**src/rtl/core/bfds_pkg.sv**
```systemverilog
// Types and constants of the box filter downscaler.
package bfds_pkg;

	localparam int SUM_W      = 58;
	localparam int CH_N       = 4;
	localparam int CFG_IDX_W  = 3;
	localparam int CFG_DATA_W = 14;

	localparam logic [CFG_IDX_W-1:0] CFG_MODE  = 3'd0;
	localparam logic [CFG_IDX_W-1:0] CFG_SRC_W = 3'd1;
	localparam logic [CFG_IDX_W-1:0] CFG_SRC_H = 3'd2;
	localparam logic [CFG_IDX_W-1:0] CFG_DST_W = 3'd3;
	localparam logic [CFG_IDX_W-1:0] CFG_DST_H = 3'd4;

	localparam logic        RST_MODE  = 1'b1;
	localparam logic [13:0] RST_SRC_W = 14'd1920;
	localparam logic [13:0] RST_SRC_H = 14'd1080;
	localparam logic [12:0] RST_DST_W = 13'd960;
	localparam logic [12:0] RST_DST_H = 13'd540;

	localparam logic [14:0] HALF_INF = 15'h7C00;

	typedef struct packed {
		logic signed [31:0] chan0_in;
		logic signed [31:0] chan1_in;
		logic signed [31:0] chan2_in;
		logic signed [31:0] chan3_in;
	} pix_t;

	typedef struct packed {
		logic [11:0] out_column;
		logic [11:0] out_row;
		logic [15:0] chan0_out;
		logic [15:0] chan1_out;
		logic [15:0] chan2_out;
		logic [15:0] chan3_out;
		logic        frame_last;
	} res_t;

	typedef struct packed {
		logic       init_w_go;
		logic       init_h_go;
		logic       sum_go;
		logic       ld_w;
		logic       ld_h;
		logic       accept;
		logic       update;
		logic       mul;
		logic       norm_load;
		logic       norm_step;
		logic       rnd;
		logic       put;
		logic [1:0] ch;
	} cmd_t;

	typedef struct packed {
		logic div_busy;
		logic emit;
		logic small_val;
		logic nrm_msb;
		logic four;
		logic out_free;
	} sts_t;

endpackage

```
**src/rtl/core/bfds_ctrl.sv**
```systemverilog
// Controller state machine sequencing setup, accumulation and averaging.
module bfds_ctrl import bfds_pkg::*; (
	input  logic clk,
	input  logic arst_n,
	input  logic cfg_wr,
	input  logic pix_valid,
	output logic pix_ready,
	input  sts_t sts,
	output cmd_t cmd
);

	typedef enum logic [11:0] {
		S_INIT_W = 12'b0000_0000_0001,
		S_WAIT_W = 12'b0000_0000_0010,
		S_INIT_H = 12'b0000_0000_0100,
		S_WAIT_H = 12'b0000_0000_1000,
		S_IDLE   = 12'b0000_0001_0000,
		S_UPD    = 12'b0000_0010_0000,
		S_MUL    = 12'b0000_0100_0000,
		S_DIV    = 12'b0000_1000_0000,
		S_WAIT_D = 12'b0001_0000_0000,
		S_NORM   = 12'b0010_0000_0000,
		S_RND    = 12'b0100_0000_0000,
		S_PUT    = 12'b1000_0000_0000
	} state_t;

	state_t     st_q, st_nx;
	logic [1:0] ch_q;

	always_comb begin
		cmd    = '0;
		cmd.ch = ch_q;
		st_nx  = st_q;
		unique case (st_q)
			S_INIT_W: begin
				cmd.init_w_go = 1'b1;
				st_nx = S_WAIT_W;
			end
			S_WAIT_W: if (!sts.div_busy) begin
				cmd.ld_w = 1'b1;
				st_nx = S_INIT_H;
			end
			S_INIT_H: begin
				cmd.init_h_go = 1'b1;
				st_nx = S_WAIT_H;
			end
			S_WAIT_H: if (!sts.div_busy) begin
				cmd.ld_h = 1'b1;
				st_nx = S_IDLE;
			end
			S_IDLE: if (pix_valid) begin
				cmd.accept = 1'b1;
				st_nx = S_UPD;
			end
			S_UPD: begin
				cmd.update = 1'b1;
				st_nx = sts.emit ? S_MUL : S_IDLE;
			end
			S_MUL: begin
				cmd.mul = 1'b1;
				st_nx = S_DIV;
			end
			S_DIV: begin
				cmd.sum_go = 1'b1;
				st_nx = S_WAIT_D;
			end
			S_WAIT_D: if (!sts.div_busy) begin
				cmd.norm_load = 1'b1;
				st_nx = S_NORM;
			end
			S_NORM: begin
				if (sts.small_val || sts.nrm_msb) begin
					st_nx = S_RND;
				end else begin
					cmd.norm_step = 1'b1;
				end
			end
			S_RND: begin
				cmd.rnd = 1'b1;
				st_nx = (!sts.four || ch_q == 2'd3) ? S_PUT : S_DIV;
			end
			S_PUT: if (sts.out_free) begin
				cmd.put = 1'b1;
				st_nx = S_IDLE;
			end
			default: st_nx = S_INIT_W;
		endcase
		if (cfg_wr) begin
			st_nx = S_INIT_W;
		end
	end

	always_ff @(posedge clk or negedge arst_n) begin
		if (!arst_n) begin
			st_q <= S_INIT_W;
			ch_q <= '0;
		end else begin
			st_q <= st_nx;
			if (cmd.mul) begin
				ch_q <= '0;
			end else if (cmd.rnd) begin
				ch_q <= ch_q + 2'd1;
			end
		end
	end

	assign pix_ready = st_q == S_IDLE;

endmodule

```
**config.mk**
```make
export PLATFORM = sky130hd
export DESIGN_NAME = bfds_ctrl
export DESIGN_NICKNAME = d
export VERILOG_FILES = /design/src/rtl/core/bfds_pkg.sv /design/src/rtl/core/bfds_ctrl.sv
export SDC_FILE = /design/constraint.sdc
export NUM_CORES = 1
export LEC_CHECK = 0
export ABC_AREA = 1
export ABC_CLOCK_PERIOD_IN_PS = 2900
export BUFFER_PORTS_ARGS = -buffer_cell sky130_fd_sc_hd__buf_2
export CAP_MARGIN = 20
export CORE_UTILIZATION = 40
export CTS_BUF_LIST = sky130_fd_sc_hd__clkbuf_8 sky130_fd_sc_hd__clkbuf_16
export CTS_CLUSTER_DIAMETER = 40
export DETAILED_ROUTE_END_ITERATION = 8
export GPL_TIMING_DRIVEN = 0
export PLACE_DENSITY = 0.64
export SLEW_MARGIN = 20
export SYNTH_ARGS = -nofsm -noshare
export SYNTH_HDL_FRONTEND = slang
export SYNTH_SLANG_ARGS = --single-unit
```
**constraint.sdc**
```tcl
create_clock -name clk -period 2.9 [get_ports clk]
set_clock_uncertainty 0.15 [all_clocks]
set_input_delay 0.58 -clock clk [delete_from_list [all_inputs] [get_ports clk]]
set_output_delay 0.58 -clock clk [all_outputs]
set_load 0.03 [all_outputs]
```
# [Word level (Yosys, flattened, before mapping)]
# Cells that the tools add are included.
# Widths: inputs -> output; s select.
[totals] register_bits=14 input_bits=10
[classes] n_addsub=1 eq_ne=19 muxes=28 n_reduce_logical=5
[op_table] op="$pmux 12 s12" count=1
[op_table] op="$mux 12" count=8
[op_table] op="$ne 3x3->1 const B" count=6
[op_table] op="$mux 1" count=16
[op_table] op="$eq 12x1->1 const B" count=1
[op_table] op="$eq 12x10->1 const B" count=1
[op_table] op="$eq 12x11->1 const B" count=1
[op_table] op="$eq 12x12->1 const B" count=1
[op_table] op="$eq 12x2->1 const B" count=1
[op_table] op="$eq 12x3->1 const B" count=1
[op_table] op="$eq 12x4->1 const B" count=1
[op_table] op="$eq 12x5->1 const B" count=1
[op_table] op="$eq 12x6->1 const B" count=1
[op_table] op="$eq 12x7->1 const B" count=1
[op_table] op="$eq 12x8->1 const B" count=1
[op_table] op="$eq 12x9->1 const B" count=1
[op_table] op="$mux 7" count=1
[op_table] op="$reduce_and 6->1" count=1
[op_table] op="$mux 2" count=2
[op_table] op="$add 2x1->2 const B" count=1
[op_table] op="$eq 2x2->1 const B" count=1
[op_table] op="$logic_or 1x1->1" count=2
[op_table] op="$reduce_bool 2->1" count=1
[op_table] op="$logic_not 1->1" count=1

# [Logic depth before layout (Yosys ltp)]
# Gate-level depths: netlist of the first run.
[depth] depth_word=5 depth_mapped=10

# [Worst setup path before layout of the first run]
# OpenSTA, ideal clock, no wires.
[synth_path] path_type="register -> output" start="register st_q[11]" end="output cmd[8] (netlist bit)" arrival_time_ns=1.279 setup_slack_ns=0.891 path_stages_with_launch=6 path_buffers=0 cell_sequence="dfrtp_1 > nor2_2 > nand2_2 > nor2_4 > nand2_1 > nor2_1"
[synth_lines] item="start: declaration" line="bfds_ctrl.sv:27" text="state_t st_q, st_nx;"
[synth_lines] item="start signal: assignment" line="bfds_ctrl.sv:98" text="st_q <= st_nx;"
[synth_lines] item="end: declaration" line="bfds_ctrl.sv:9" text="output cmd_t cmd"

==> results of run 1 <==
==> worst max-delay path, delay by kind of cell (launching register included) <==
family,cells,cell delay (ns)
flops,1,0.41
simple gates,5,0.71
buf+inv,1,0.23
==> layer usage <==
layer	wire (µm)	track usage, %
met5	0	0
met4	23	6.76
met3	57	2.68
met2	1090	31.4
met1	1000	23.7
==> worst max path at each step <==
stage          slack, ns  endpoint  startpoint  cells after the start
2_1_floorplan       0.89    cmd[8]    st_q[11]                      5
3_3_place_gp        0.87   cmd[10]     st_q[6]                      6
3_5_place_dp        0.82   cmd[10]    st_q[11]                      6
4_1_cts             0.55   cmd[10]    st_q[11]                      6
5_1_grt             0.46   cmd[10]     st_q[6]                      6
6_report            0.55   cmd[10]    st_q[11]                      6
==> layout make-up <==
class | count | area, µm²
Sequential cell | 14 | 352
Clock inverter | 1 | 3.75
Timing Repair Buffer | 24 | 120
Clock buffer | 3 | 41.3
Inverter | 29 | 109
Multi-Input combinational cell | 107 | 513
Tap cell | 28 | 35.0
Fill cell | 239 | 1080
==> layout by cell type, fill, tap and decap left out, types with 2 or more instances in the layout <==
| cell | count |
|---|---|
| clkbuf_8 | 3 |
| buf_2 | 24 |
| nor2_2 | 3 |
| o21ai_2 | 3 |
| o21ai_0 | 2 |
| dfrtp_1 | 13 |
| nor2_1 | 30 |
| nor3_1 | 6 |
| nand2_2 | 4 |
| nand3_1 | 10 |
| nor2_4 | 2 |
| nand2_1 | 40 |
| inv_1 | 29 |
==> state kept, by name, indices dropped and copies added, names as in the netlist <==
signal,flops
ch_q,2
st_q,12
==> power by group <==
part,leakage (nW),total [mW],switching [mW],internal [mW]
combinational,0.524,0.116,0.0821,0.0342
sequential,0.191,0.211,0.00581,0.205
clock,0.0269,0.164,0.0705,0.0937
total,0.742,0.491,0.158,0.333
==> cell families after synthesis <==
| family | share of synthesized area (%) |
|---|---|
| AOI/OAI and AO/OA | 4.63 |
| and+or+nand+nor | 45.9 |
| DFF | 36.1 |
| buffers and inverters | 11.2 |
| adders and majority gates | 1.29 |
| xor gates and xnor gates | 0.900 |
==> flow_summary.toml, run 1 <==
[clock_tree]
cts.repair.resized = 0
root_buffer = "clkbuf_8"
insertion_delay_ns = 0.25
postCtsHoldBufs = 0
cts_made_buffers = 3
clkSinkCount = 14
clk_pin_slew_ns = 0.06
clockBufferDepth = 2
htree_levels = 1
post_cts_buffers = 0
cts_tree = "done"

[floorplanning]
dieWidth_um = 51.3
die-area_mm2 = 0.00263
io_pins = 25
start_util_pct = 43.2
core_mm2 = 0.00225
placement_rows = 17
die_h_um = 51.3

[worst_setup_path]
worst_path_max_delay_cell = "dfrtp_1"
worstPathMaxFanout = 4
timing.rr.end = "st_q[1]"
r2r_cells = 10
startpoint_type = "flip-flop"
cp_common_cell = "nor2_2"
worstPathCellList = "nor2_2, nand2_2, nor2_2, nand2_1, nor2_1, buf_2"
crit_arrival_ns = 1.62
cp-end-kind = "primary output"
critical_path_class = "flip-flop to primary output"
required_ns = 2.17
reg2reg_slack_ns = 1.15
r2r_start = "st_q[6]"
max_stage_delay_ns = 0.41

[detailed_routing]
post-route-drc-count = 0
wl_per_cell_um = 10.5
via_per_inst = 4.82
vias = 992
drt_iter0_markers = 13
drt_pass1_iterations = 4
wl_um = 2170
drtAntennaViolNets = 0

[grt]
grt.total_usage_pct = 18.5
grt_pass1_vias = 864
grt_pass1_wl_um = 3530
grt_max_degree = 15
antenna_found_initial = 0
grt_overflow = 0

[synthesis]
synth_enable_flop_cells = 0
synth.avg_cell_area_um2 = 6.49
syn_nets = 161
synth-seq-cells = 14
async_flop_share_pct = 100
synthTopCellsByCount = "nand2_1, nor2_1, inv_1"
synth_top_area_share_pct = 33.4
synth_cell_types = 20
synth-seq-area-share_pct = 36.1
ys_top_cells_by_area = "dfrtp_1, nand2_1, nor2_1, inv_1, nand3_1"
yosys.area.top_type = "dfrtp_1"
synth_cells = 150
yosys_warnings = 0
synth.most_common_cell = "nand2_1"
synth.cell_area_um2 = 973
synth_ff_type = "dfrtp_1"

[place]
port_buffers = 24
place_ws_ns = 0.821
hpwlAfterDp_um = 1750
dp_cells = 202
gp_congestion = 0.873
postPlaceCellArea_mm2 = 0.00113

[sta]
finalSetupViolCount = 0
worst_pin_slew_ns = 0.318
period_share_pct = 81.0
max_slew_margin_pct = 78.8
period_needed_ns = 2.35
hold-worst-slack_ns = 0.0677
timing.fmax_mhz = 426
setup_tns_ns = 0
rsz0062_at_grt = "false"
layout_setup_ws_ns = 0.552
slew_viol_final = 0
finalHoldViolCount = 0

[pwr]
finalPower_mw = 0.491
p_leak_nw = 0.742
vdd_ir_drop_max_mv = 0.260
powerDensity_mw_per_mm2 = 418

[worst_hold_path]
hold_path.class = "input pin to async pin"

[final_layout]
fin_nets = 190
fin_util_pct = 52.1
stdcell_count = 206
area_growth_pct = 20.6
final_area_mm2 = 0.00117
antenna_cells = 0
drive_above_1_share_pct = 25.3

[job]
max-cap-violations = 0

[outcome]
status = "finished clean"
(Power assumes the default switching activity.)
==> run 2, diff against run 1 <==
Settings changed: ABC_CLOCK_PERIOD_IN_PS 2900 to 2400.
Clock period 2.9 ns to 2.4 ns, I/O delays scaled along.
==> flow_summary.toml, run 2 (synthesis gave the netlist of run 1 again) <==
[outcome]
status = "finished clean"

[final_layout]
final_common_cell = "nand2_1"
top_regs = "st_q (12), ch_q (2)"
antenna_cells = 0
fin_nets = 191
area_growth_pct = 21.6
top_register = "st_q"
final_cell_mix = "nand2_1, nor2_1, inv_1, buf_2, dfrtp_1"
stdcell_count = 207
largest_reg_flops = 12
drive_above_1_share_pct = 25.1

[detailed_routing]
vias = 997
wl_um = 2170
drt_pass1_iterations = 4
top_layer = "met4"
drtAntennaViolNets = 0
routed-wl-met3_um = 57
wl_per_cell_um = 10.5
drt_iter0_markers = 13
post-route-drc-count = 0
via_per_inst = 4.82
wl_met2_um = 1090
wl_met1_um = 1010

[job]
max-cap-violations = 0

[sta]
period_share_pct = 93.5
finalHoldViolCount = 0
layout_setup_ws_ns = 0.156
max_slew_margin_pct = 78.8
finalSetupViolCount = 0
period_needed_ns = 2.24
slew_viol_final = 0
worst_pin_slew_ns = 0.318
setup_tns_ns = 0
rsz0062_at_grt = "false"
timing.fmax_mhz = 446

[grt]
grt_pass1_wl_um = 3530
grt_overflow = 0
grt_pass1_vias = 866
grt_max_degree = 15
grt.total_usage_pct = 18.5
antenna_found_initial = 0

[worst_setup_path]
r2r_start = "st_q[6]"
max_stage_delay_ns = 0.41
cp-end-kind = "primary output"
worst_path_max_delay_cell = "dfrtp_1"
required_ns = 1.77
startpoint = "st_q[11]"
critical_path_class = "flip-flop to primary output"
startpoint_type = "flip-flop"
reg2reg_slack_ns = 0.65
timing.rr.end = "st_q[1]"
worstPathCellList = "nor2_2, nand2_2, nor2_2, nand2_1, nor2_1, buf_2"
crit_arrival_ns = 1.61
worstPathMaxFanout = 4
cp_common_cell = "nor2_2"
r2r_cells = 10

[clock_tree]
root_buffer = "clkbuf_8"
clockBufferDepth = 2
cts_tree = "done"
post_cts_buffers = 0
postCtsHoldBufs = 1
cts.repair.resized = 0
cts_made_buffers = 3
htree_levels = 1
clkSinkCount = 14
insertion_delay_ns = 0.25
clk_pin_slew_ns = 0.06

[floorplanning]
io_pins = 25
placement_rows = 17
core_mm2 = 0.00225
start_util_pct = 43.2
die-area_mm2 = 0.00263
die_h_um = 51.3
dieWidth_um = 51.3

[worst_hold_path]
hold_path.class = "input pin to flip-flop"
hold_depth = 3
worstHoldEndpoint = "st_q[6]"
hold_start = "sts[4]"

[place]
gp_congestion = 0.873
place_ws_ns = 0.421
hpwlAfterDp_um = 1750
port_buffers = 24
dp_cells = 202

[pwr]
vdd_ir_drop_max_mv = 0.314
p_leak_nw = 0.746
powerDensity_mw_per_mm2 = 502
run 2: cell types whose count changed in the layout (fill, tap and decap cells not counted):
cell	previous run	this run
dlygate4sd3_1	0	1
run 2: power breakdown:
part           leakage (nW)  switching [mW]  internal [mW]
registers             0.191         0.00702          0.247
logic                 0.528          0.0994         0.0424
clock network        0.0269          0.0851          0.113
run 2: worst max-delay path, delay by kind of cell, from the launching register on:
kind,cells,cell delay (ns)
buffers and inverters,1,0.23
DFF,1,0.41
and+or+nand+nor,5,0.71
run 2: routing by layer:
layer	track usage (%)	up-vias
met5	0	-
met4	6.76	0
met3	2.68	4
met2	31.4	17
met1	23.7	467
li1	-	509
run 2: final cells by class:
cell class | count | area, µm²
fill | 241 | 1070
multi-input combinational | 107 | 513
sequential | 14 | 352
timing repair buffer | 25 | 130
inverter | 29 | 109
clock buffer | 3 | 41.3
tap | 28 | 35.0
clock inverter | 1 | 3.75
run 2: how the worst max path moves through the flow:
stage | to | slack (ns)
2_1_floorplan | cmd[8] | 0.49
3_3_place_gp | cmd[10] | 0.47
3_5_place_dp | cmd[10] | 0.42
4_1_cts | cmd[10] | 0.15
5_1_grt | cmd[10] | 0.06
6_report | cmd[10] | 0.16
run 2: stage by stage:
stage	hold slack (ns)	util, %	total power [mW]	area (µm²)
floorplan	0.0344	-	0.361	973
global placement	0.244	50.1	0.398	1130
detailed placement	0.242	50.1	0.399	1130
CTS	0.317	52.5	0.599	1180
global route	0.326	52.5	0.632	1180
finish	0.314	52.5	0.595	1180
